==> config.mk <==
export PLATFORM = sky130hd
export DESIGN_NAME = binary_load_record_framer_unit_flat
export DESIGN_NICKNAME = d
export VERILOG_FILES = /design/src/rtl/blrf_pkg.sv /design/src/rtl/blrf_if.sv /design/src/rtl/binary_load_record_framer_unit.sv /design/src/rtl/blrf_shifter.sv /design/src/flat_wrapper.sv
export SDC_FILE = /design/constraint.sdc
export NUM_CORES = 1
export LEC_CHECK = 0
export BUFFER_PORTS_ARGS = -buffer_cell sky130_fd_sc_hd__clkbuf_2
export CORE_ASPECT_RATIO = 1.4
export CORE_MARGIN = 8
export CORE_UTILIZATION = 47
export CTS_CLUSTER_DIAMETER = 50
export DETAILED_ROUTE_END_ITERATION = 16
export PLACE_DENSITY = 0.67
export SETUP_SLACK_MARGIN = 0.15
export SLEW_MARGIN = 5
export SYNTH_ARGS = -nofsm -noshare
export SYNTH_HDL_FRONTEND = slang
export SYNTH_SLANG_ARGS = --single-unit
export TNS_END_PERCENT = 100
==> constraint.sdc <==
create_clock -name clk -period 4.17 [get_ports clk]
set_clock_uncertainty 0.2 [all_clocks]
set_input_delay 0 -clock clk [delete_from_list [all_inputs] [get_ports clk]]
set_output_delay 0 -clock clk [all_outputs]
set_load 0.05 [all_outputs]
==> src/rtl/blrf_pkg.sv <==
// shared types and constants for the load record framer
package blrf_pkg;

	// record type bytes
	localparam logic [7:0] TYPE_DATA_RECORD = 8'h0D;
	localparam logic [7:0] TYPE_END_RECORD  = 8'h0E;

	// largest number of bytes one item can cause
	localparam int MAX_BYTES = 9;
	localparam int CNT_W     = $clog2(MAX_BYTES + 1);

	// configuration register indexes
	localparam logic REG_ENTRY_ADDRESS   = 1'b0;
	localparam logic REG_INITIAL_ADDRESS = 1'b1;

	// item function codes
	typedef enum logic [1:0] {
		FUNC_START = 2'd0,
		FUNC_DATA  = 2'd1,
		FUNC_END   = 2'd2
	} func_t;

	// bytes caused by one item, handed to the output shifter
	typedef struct packed {
		logic [MAX_BYTES-1:0][7:0] bytes;
		logic [CNT_W-1:0]          count;
		logic                      done;
	} frame_t;

endpackage

==> src/rtl/blrf_if.sv <==
// item channels of the load record framer
interface blrf_in_if;
	logic        valid;
	logic        ready;
	logic [1:0]  func;
	logic [7:0]  data_byte;
	logic [15:0] record_length;
	logic        load_address;
	logic [31:0] new_address;

	modport source (output valid, func, data_byte, record_length, load_address, new_address,
		input ready);
	modport sink (input valid, func, data_byte, record_length, load_address, new_address,
		output ready);
endinterface

interface blrf_out_if;
	logic       valid;
	logic       ready;
	logic [7:0] out_byte;
	logic       run_last;
	logic       record_done;

	modport source (output valid, out_byte, run_last, record_done, input ready);
	modport sink (input valid, out_byte, run_last, record_done, output ready);
endinterface

==> src/rtl/binary_load_record_framer_unit.sv <==
// top level of the load record framer
// Frames a download byte stream into load records. A start item emits the
// 0x0D header (address and length, LSB first), each data item passes its byte
// and after the last byte of a record the 16-bit byte sum follows; an end item
// emits 0x0E and the entry address. Each item is decoded in the cycle it is
// accepted and its bytes go to an output shift register that sends one byte a
// cycle while the receiver is ready. An item causes 1 byte for a plain data
// byte, 3 for the closing data byte, 7 for a start (9 for an empty record)
// and 5 for an end; an item causing no bytes loads nothing into the shifter.
// The next item is accepted in the cycle its predecessor's last byte leaves.
module binary_load_record_framer_unit (
	input  logic        clk,
	input  logic        arst_n,
	input  logic        psel,
	input  logic        penable,
	input  logic        pwrite,
	input  logic [2:0]  paddr,
	input  logic [31:0] pwdata,
	output logic [31:0] prdata,
	output logic        pready,
	blrf_in_if.sink     item_in,
	blrf_out_if.source  rec_out
);

	logic [31:0]        entry_address_q;
	logic [31:0]        initial_address_q;
	logic [31:0]        running_address_q;
	logic [15:0]        bytes_left_q;
	logic [15:0]        byte_sum_q;
	logic               record_open_q;
	logic [15:0]        record_size_q;

	logic               cfg_wr;
	logic               accept;
	logic               free;
	blrf_pkg::frame_t   frame;
	logic [31:0]        start_addr;
	logic [15:0]        sum_next;
	logic [15:0]        left_next;

	// configuration port
	assign pready = 1'b1;
	assign cfg_wr = psel && penable && pwrite;
	assign prdata = (paddr[2] == blrf_pkg::REG_INITIAL_ADDRESS) ? initial_address_q
		: entry_address_q;

	assign item_in.ready = free;
	assign accept        = item_in.valid && free;

	assign start_addr = item_in.load_address ? item_in.new_address : running_address_q;
	assign sum_next   = byte_sum_q + {8'd0, item_in.data_byte};
	assign left_next  = bytes_left_q - 16'd1;

	// bytes caused by the item at the input
	always_comb begin
		frame.bytes = '0;
		frame.count = '0;
		frame.done  = 1'b0;
		case (item_in.func)
			blrf_pkg::FUNC_START: begin
				frame.bytes[0] = blrf_pkg::TYPE_DATA_RECORD;
				frame.bytes[1] = start_addr[7:0];
				frame.bytes[2] = start_addr[15:8];
				frame.bytes[3] = start_addr[23:16];
				frame.bytes[4] = start_addr[31:24];
				frame.bytes[5] = item_in.record_length[7:0];
				frame.bytes[6] = item_in.record_length[15:8];
				if (item_in.record_length == 16'd0) begin
					// empty record: zero sum follows the header
					frame.count = blrf_pkg::CNT_W'(9);
					frame.done  = 1'b1;
				end else begin
					frame.count = blrf_pkg::CNT_W'(7);
				end
			end
			blrf_pkg::FUNC_DATA: begin
				if (record_open_q) begin
					frame.bytes[0] = item_in.data_byte;
					frame.bytes[1] = sum_next[7:0];
					frame.bytes[2] = sum_next[15:8];
					if (left_next == 16'd0) begin
						frame.count = blrf_pkg::CNT_W'(3);
						frame.done  = 1'b1;
					end else begin
						frame.count = blrf_pkg::CNT_W'(1);
					end
				end
			end
			blrf_pkg::FUNC_END: begin
				frame.bytes[0] = blrf_pkg::TYPE_END_RECORD;
				frame.bytes[1] = entry_address_q[7:0];
				frame.bytes[2] = entry_address_q[15:8];
				frame.bytes[3] = entry_address_q[23:16];
				frame.bytes[4] = entry_address_q[31:24];
				frame.count    = blrf_pkg::CNT_W'(5);
				frame.done     = 1'b1;
			end
			default: begin
				frame.count = '0;
			end
		endcase
	end

	// registers and record state
	always_ff @(posedge clk or negedge arst_n) begin
		if (!arst_n) begin
			entry_address_q   <= '0;
			initial_address_q <= '0;
			running_address_q <= '0;
			bytes_left_q      <= '0;
			byte_sum_q        <= '0;
			record_open_q     <= 1'b0;
			record_size_q     <= '0;
		end else if (cfg_wr) begin
			if (paddr[2] == blrf_pkg::REG_INITIAL_ADDRESS) begin
				initial_address_q <= pwdata;
				running_address_q <= pwdata;
			end else begin
				entry_address_q <= pwdata;
			end
		end else if (accept) begin
			case (item_in.func)
				blrf_pkg::FUNC_START: begin
					running_address_q <= start_addr;
					record_size_q     <= item_in.record_length;
					bytes_left_q      <= item_in.record_length;
					byte_sum_q        <= '0;
					record_open_q     <= (item_in.record_length != 16'd0);
				end
				blrf_pkg::FUNC_DATA: begin
					if (record_open_q) begin
						byte_sum_q   <= sum_next;
						bytes_left_q <= left_next;
						if (left_next == 16'd0) begin
							running_address_q <= running_address_q + {16'd0, record_size_q};
							record_open_q     <= 1'b0;
						end
					end
				end
				blrf_pkg::FUNC_END: begin
					record_open_q <= 1'b0;
					bytes_left_q  <= '0;
				end
				default: begin
					record_open_q <= record_open_q;
				end
			endcase
		end
	end

	blrf_shifter u_shifter (
		.clk     (clk),
		.arst_n  (arst_n),
		.load    (accept && (frame.count != '0)),
		.frame   (frame),
		.free    (free),
		.rec_out (rec_out)
	);

	// an open record always expects at least one more byte
	a_open_left: assert property (@(posedge clk) disable iff (!arst_n)
		record_open_q |-> (bytes_left_q != 16'd0))
		else $error("open record with no bytes left");

	// an accepted end item closes the record
	a_end_close: assert property (@(posedge clk) disable iff (!arst_n)
		(accept && !cfg_wr && (item_in.func == blrf_pkg::FUNC_END)) |=> !record_open_q)
		else $error("record still open after end item");

	// a data byte with no open record leaves the address alone
	a_stray_data: assert property (@(posedge clk) disable iff (!arst_n)
		(accept && !cfg_wr && !record_open_q && (item_in.func == blrf_pkg::FUNC_DATA))
		|=> $stable(running_address_q))
		else $error("address moved on a stray data byte");

endmodule

==> src/rtl/blrf_shifter.sv <==
// output shift register that sends the bytes of one item in order
module blrf_shifter (
	input  logic                clk,
	input  logic                arst_n,
	input  logic                load,
	input  blrf_pkg::frame_t    frame,
	output logic                free,
	blrf_out_if.source          rec_out
);

	logic [blrf_pkg::MAX_BYTES-1:0][7:0] bytes_q;
	logic [blrf_pkg::CNT_W-1:0]          rem_q;
	logic                                done_q;
	logic                                busy;
	logic                                last;
	logic                                fire;

	// handshake and end of item
	assign busy  = (rem_q != '0);
	assign last  = (rem_q == blrf_pkg::CNT_W'(1));
	assign fire  = rec_out.valid && rec_out.ready;
	assign free  = !busy || (fire && last);

	assign rec_out.valid       = busy;
	assign rec_out.out_byte    = bytes_q[0];
	assign rec_out.run_last    = last;
	assign rec_out.record_done = last && done_q;

	// remaining count
	always_ff @(posedge clk or negedge arst_n) begin
		if (!arst_n) begin
			rem_q <= '0;
		end else if (load) begin
			rem_q <= frame.count;
		end else if (fire) begin
			rem_q <= rem_q - blrf_pkg::CNT_W'(1);
		end
	end

	// byte payload, shifted down as bytes leave
	always_ff @(posedge clk) begin
		if (load) begin
			bytes_q <= frame.bytes;
			done_q  <= frame.done;
		end else if (fire) begin
			for (int i = 0; i < blrf_pkg::MAX_BYTES - 1; i++) begin
				bytes_q[i] <= bytes_q[i+1];
			end
		end
	end

	// a new item never lands on bytes still waiting
	a_load_free: assert property (@(posedge clk) disable iff (!arst_n)
		load |-> free)
		else $error("item loaded while shifter holds unsent bytes");

	// a loaded item brings at least one byte
	a_load_count: assert property (@(posedge clk) disable iff (!arst_n)
		load |-> (frame.count != '0))
		else $error("empty item loaded into shifter");

	// the last byte sent with nothing new leaves the shifter idle
	a_drain: assert property (@(posedge clk) disable iff (!arst_n)
		(fire && last && !load) |=> !rec_out.valid)
		else $error("shifter still busy after last byte");

	// count only falls by one on a sent byte
	a_count_step: assert property (@(posedge clk) disable iff (!arst_n)
		(busy && !fire && !load) |=> $stable(rem_q))
		else $error("remaining count moved without a sent byte");

endmodule
==> src/flat_wrapper.sv <==
// flat-port wrapper written by rule: the top's interface ports become plain ports
module binary_load_record_framer_unit_flat 
  (clk, arst_n, psel, penable, pwrite, paddr, pwdata, prdata, pready, item_in_valid, item_in_func, item_in_data_byte, item_in_record_length, item_in_load_address, item_in_new_address, item_in_ready, rec_out_valid, rec_out_out_byte, rec_out_run_last, rec_out_record_done, rec_out_ready);
  blrf_in_if item_in_i ();
  blrf_out_if rec_out_i ();
  input  logic clk;
  input  logic arst_n;
  input  logic psel;
  input  logic penable;
  input  logic pwrite;
  input  logic [2:0] paddr;
  input  logic [31:0] pwdata;
  output logic [31:0] prdata;
  output logic pready;
  input wire logic [$bits(item_in_i.valid)-1:0] item_in_valid;
  input wire logic [$bits(item_in_i.func)-1:0] item_in_func;
  input wire logic [$bits(item_in_i.data_byte)-1:0] item_in_data_byte;
  input wire logic [$bits(item_in_i.record_length)-1:0] item_in_record_length;
  input wire logic [$bits(item_in_i.load_address)-1:0] item_in_load_address;
  input wire logic [$bits(item_in_i.new_address)-1:0] item_in_new_address;
  output wire logic [$bits(item_in_i.ready)-1:0] item_in_ready;
  output wire logic [$bits(rec_out_i.valid)-1:0] rec_out_valid;
  output wire logic [$bits(rec_out_i.out_byte)-1:0] rec_out_out_byte;
  output wire logic [$bits(rec_out_i.run_last)-1:0] rec_out_run_last;
  output wire logic [$bits(rec_out_i.record_done)-1:0] rec_out_record_done;
  input wire logic [$bits(rec_out_i.ready)-1:0] rec_out_ready;
  assign item_in_i.valid = item_in_valid;
  assign item_in_i.func = item_in_func;
  assign item_in_i.data_byte = item_in_data_byte;
  assign item_in_i.record_length = item_in_record_length;
  assign item_in_i.load_address = item_in_load_address;
  assign item_in_i.new_address = item_in_new_address;
  assign item_in_ready = item_in_i.ready;
  assign rec_out_valid = rec_out_i.valid;
  assign rec_out_out_byte = rec_out_i.out_byte;
  assign rec_out_run_last = rec_out_i.run_last;
  assign rec_out_record_done = rec_out_i.record_done;
  assign rec_out_i.ready = rec_out_ready;
  binary_load_record_framer_unit u_core (.clk(clk), .arst_n(arst_n), .psel(psel), .penable(penable), .pwrite(pwrite), .paddr(paddr), .pwdata(pwdata), .prdata(prdata), .pready(pready), .item_in(item_in_i), .rec_out(rec_out_i));
endmodule
==> impl_metrics.toml <==
[pwr]
power_density_nw_per_um2 = 617.1
total_power_mw = 9.200
leakagePower_nw = 6.395
peakVddDrop_mv = 0.3560

[clock_network]
clk_pin_slew_ns = 0.06
clk_latency_ns = 0.51
cts-root-buf = "clkbuf_16"
cts.sinks = 206
cts_tree = "done"
clock_path_buffers = 3
cts_made_buffers = 23
cts_max_level = 1

[final_layout]
final_cell_mix = "dfrtp_1, mux2_2, clkbuf_2"
final_nets = 1566
diodes = 0
fill_cells = 2180
final-seq-area_um2 = 5440
drive_above_1_share = 0.2510
final_common_cell = "dfrtp_1"
multi_input_area_um2 = 6347
syn_to_final_growth_pct = 21.79

[drt]
routed-via-count = 10790
viasPerCell = 6.094
ant_nets = 0
wl_um = 38220
firstDrtPassIters = 6
drcViolationCount = 0
wl_per_cell_um = 21.59
drt_iter0_markers = 797

[floorplanning]
die-area_um2 = 31540
die_y_um = 207.0
core-area_um2 = 25840
die_x_um = 152.4
start_util = 0.4738
ios = 146
rows = 70

[synth]
yosys_most_used_dff = "dfrtp_1"
yosys.area.top_type_share = 0.3046
postSynthAreaPerCell_um2 = 9.936
ys_ff_latch = 206
synth.distinct_cells = 78
async_flop_share = 0.7233
netlist_area_um2 = 12240
synthesis.nets = 1368
seq_area_frac_synth = 0.4444
synth-edff-count = 57
synth_area_leader_cell = "dfrtp_1"
ys_warn_count = 0
synth.top_cells.by_area = "dfrtp_1, edfxtp_1, mux2_2, nand2_1, o21ai_0"
synthCells = 1232

[timing]
max_slew_margin = 0.3146
rsz0062_at_grt = "false"
max_freq_ghz = 0.2741
finalHoldViolCount = 0
tns_ns = 0
slew_viol_final = 0
min_period_ns = 3.648
worst_pin_slew_ns = 1.028
setup_viol = 0
finalCritPeriodShare = 0.8749
final.setup.worst_slack_ns = 0.5216

[setup_path]
crit_chain = "or4_4, nor4b_2, xnor2_1, nand4_1, nor4_1, buf_4, nand2_1, a211oi_1, o22a_1, dlygate4sd3_1"
critPathMaxStageDelay_ns = 0.61
cp.arrival_ns = 3.89
crit_required_ns = 4.41
rr_worst_depth = 10
crit_fanout = 6
slowest_stage = "or4_4"
end_kind = "flip-flop"
criticalPathCategory = "flip-flop to flip-flop"
worstSetupStartpointType = "flip-flop"

[place]
gp_congestion = 0.9175
io_buffer_count = 142
dpl.hpwl_um = 26470
dp_worst_setup_slack_ns = 0.7705

[global_route]
grt_start_max_net_pins = 107
antenna_found_initial = 1
grt_pass1_wl_um = 59450
grt_overflow = 0
grt_pass1_vias = 10820
grtUsageTotal = 0.2360

[hold_path]
hold_path.class = "input port to async pin"

[status]
status = "completed"

[run]
maxCapViolations = 0
per-stage QoR:
| step | utilization | hold WS, ns | cells | cell area [um^2] |
|---|---|---|---|---|
| 4_1_cts | 0.5770 | 0.02444 | 1770 | 14910 |
| 3_5_place_dp | 0.5094 | 0.03667 | 1635 | 13160 |
| 3_3_place_gp | 0.5094 | 0.02695 | 1635 | 13160 |
| 6_report | 0.5770 | 0.02227 | 1770 | 14910 |
| 5_1_grt | 0.5770 | 0.06765 | 1770 | 14910 |
| 2_1_floorplan | - | -0.4956 | 1232 | 12240 |
where the power goes:
group	internal, mW	total (mW)	leakage [nW]	switching, mW
sequential	2.79	3.33	2.41	0.538
clock	1.29	2.14	0.388	0.848
combinational	1.51	3.73	3.59	2.22
total	5.59	9.20	6.39	3.61
cell usage after synthesis, types with 8 or more instances:
library cell    n
a211oi_1       19
a21o_1         12
a21oi_1        60
a221oi_1       21
a22oi_1         8
a31oi_1        21
and3_1         23
buf_4           9
clkbuf_1       62
dfrtp_1       149
edfxtp_1       57
ha_1           33
inv_1          19
mux2_2        141
nand2_1       126
nand2b_1        9
nand3_1        33
nor2_1        116
nor2b_1         8
nor3_1         20
nor4_1          9
o211ai_1        8
o21ai_0        93
o31ai_1        13
xnor2_1        16
xor2_1         15
metal layers:
metal  vias up  wire length [um]  global-route usage
met2       426             19610              0.4305
met4         2              1435             0.09986
met5         -                10                   0
li1       4949                 -                   -
met3        97              2358             0.03542
met1      5313             14810              0.2736
area by class of cell:
| type | count | share of cell area |
|---|---|---|
| clock buffer | 31 | 0.04616 |
| clock inverter | 10 | 0.007889 |
| inverter | 22 | 0.005539 |
| multi-input combinational | 920 | 0.4257 |
| sequential | 206 | 0.3649 |
| tap | 324 | 0.02719 |
| timing repair buffer | 257 | 0.1226 |
flip-flops by register name, summed over array words and instances, names as in the netlist:
signal                             count
u_core.record_size_q                  16
u_core.bytes_left_q                   16
u_core.record_open_q                   1
u_core.entry_address_q                32
u_core.running_address_q              32
u_core.u_shifter.done_q                1
u_core.initial_address_q              32
u_core.u_shifter.bytes_q              48
u_core.u_shifter.rec_out.out_byte      8
u_core.u_shifter.rem_q                 4
u_core.byte_sum_q                     16
logic make-up (layout without fill, tap and decap cells):
family          after synthesis  in the layout  share of synthesized area
simple gates                386            386                     0.1513
compound gates              319            319                     0.1705
flops                       206            206                     0.4444
mux                         148            148                     0.1354
buf+inv                     106            320                    0.03894
fa+ha+maj                    35             35                    0.03700
xor+xnor                     31             31                    0.02218
other cells                   1              1                  0.0003063
worst paths after layout:
check                                        from                      endpoint  slack [ns]
max                        u_core.bytes_left_q[6]     u_core.u_shifter.rem_q[1]        0.52
min                                        arst_n        u_core.bytes_left_q[1]        0.02
max reg2reg                u_core.bytes_left_q[6]     u_core.u_shifter.rem_q[1]        0.52
min reg2reg                  u_core.byte_sum_q[4]          u_core.byte_sum_q[4]        0.29
max in group asynchronous                  arst_n  u_core.running_address_q[19]        2.80
min in group clk           item_in_new_address[1]   u_core.u_shifter.bytes_q[9]        0.05
worst max-delay path, delay by kind of cell (launching register included):
kind,cells,cell delay [ns]
DFF,1,0.46
AOI/OAI and AO/OA,2,0.48
buffers and inverters,2,0.72
and+or+nand+nor,5,1.52
xor gates and xnor gates,1,0.21
what timing repair did:
item,in CTS,in global routing
setup endpoints to repair,0,0
setup buffers,0,0
hold buffers,94,0
gates resized for setup,0,0
hold endpoints to repair,296,0
No activity file was read; power rests on OpenSTA's default activity.
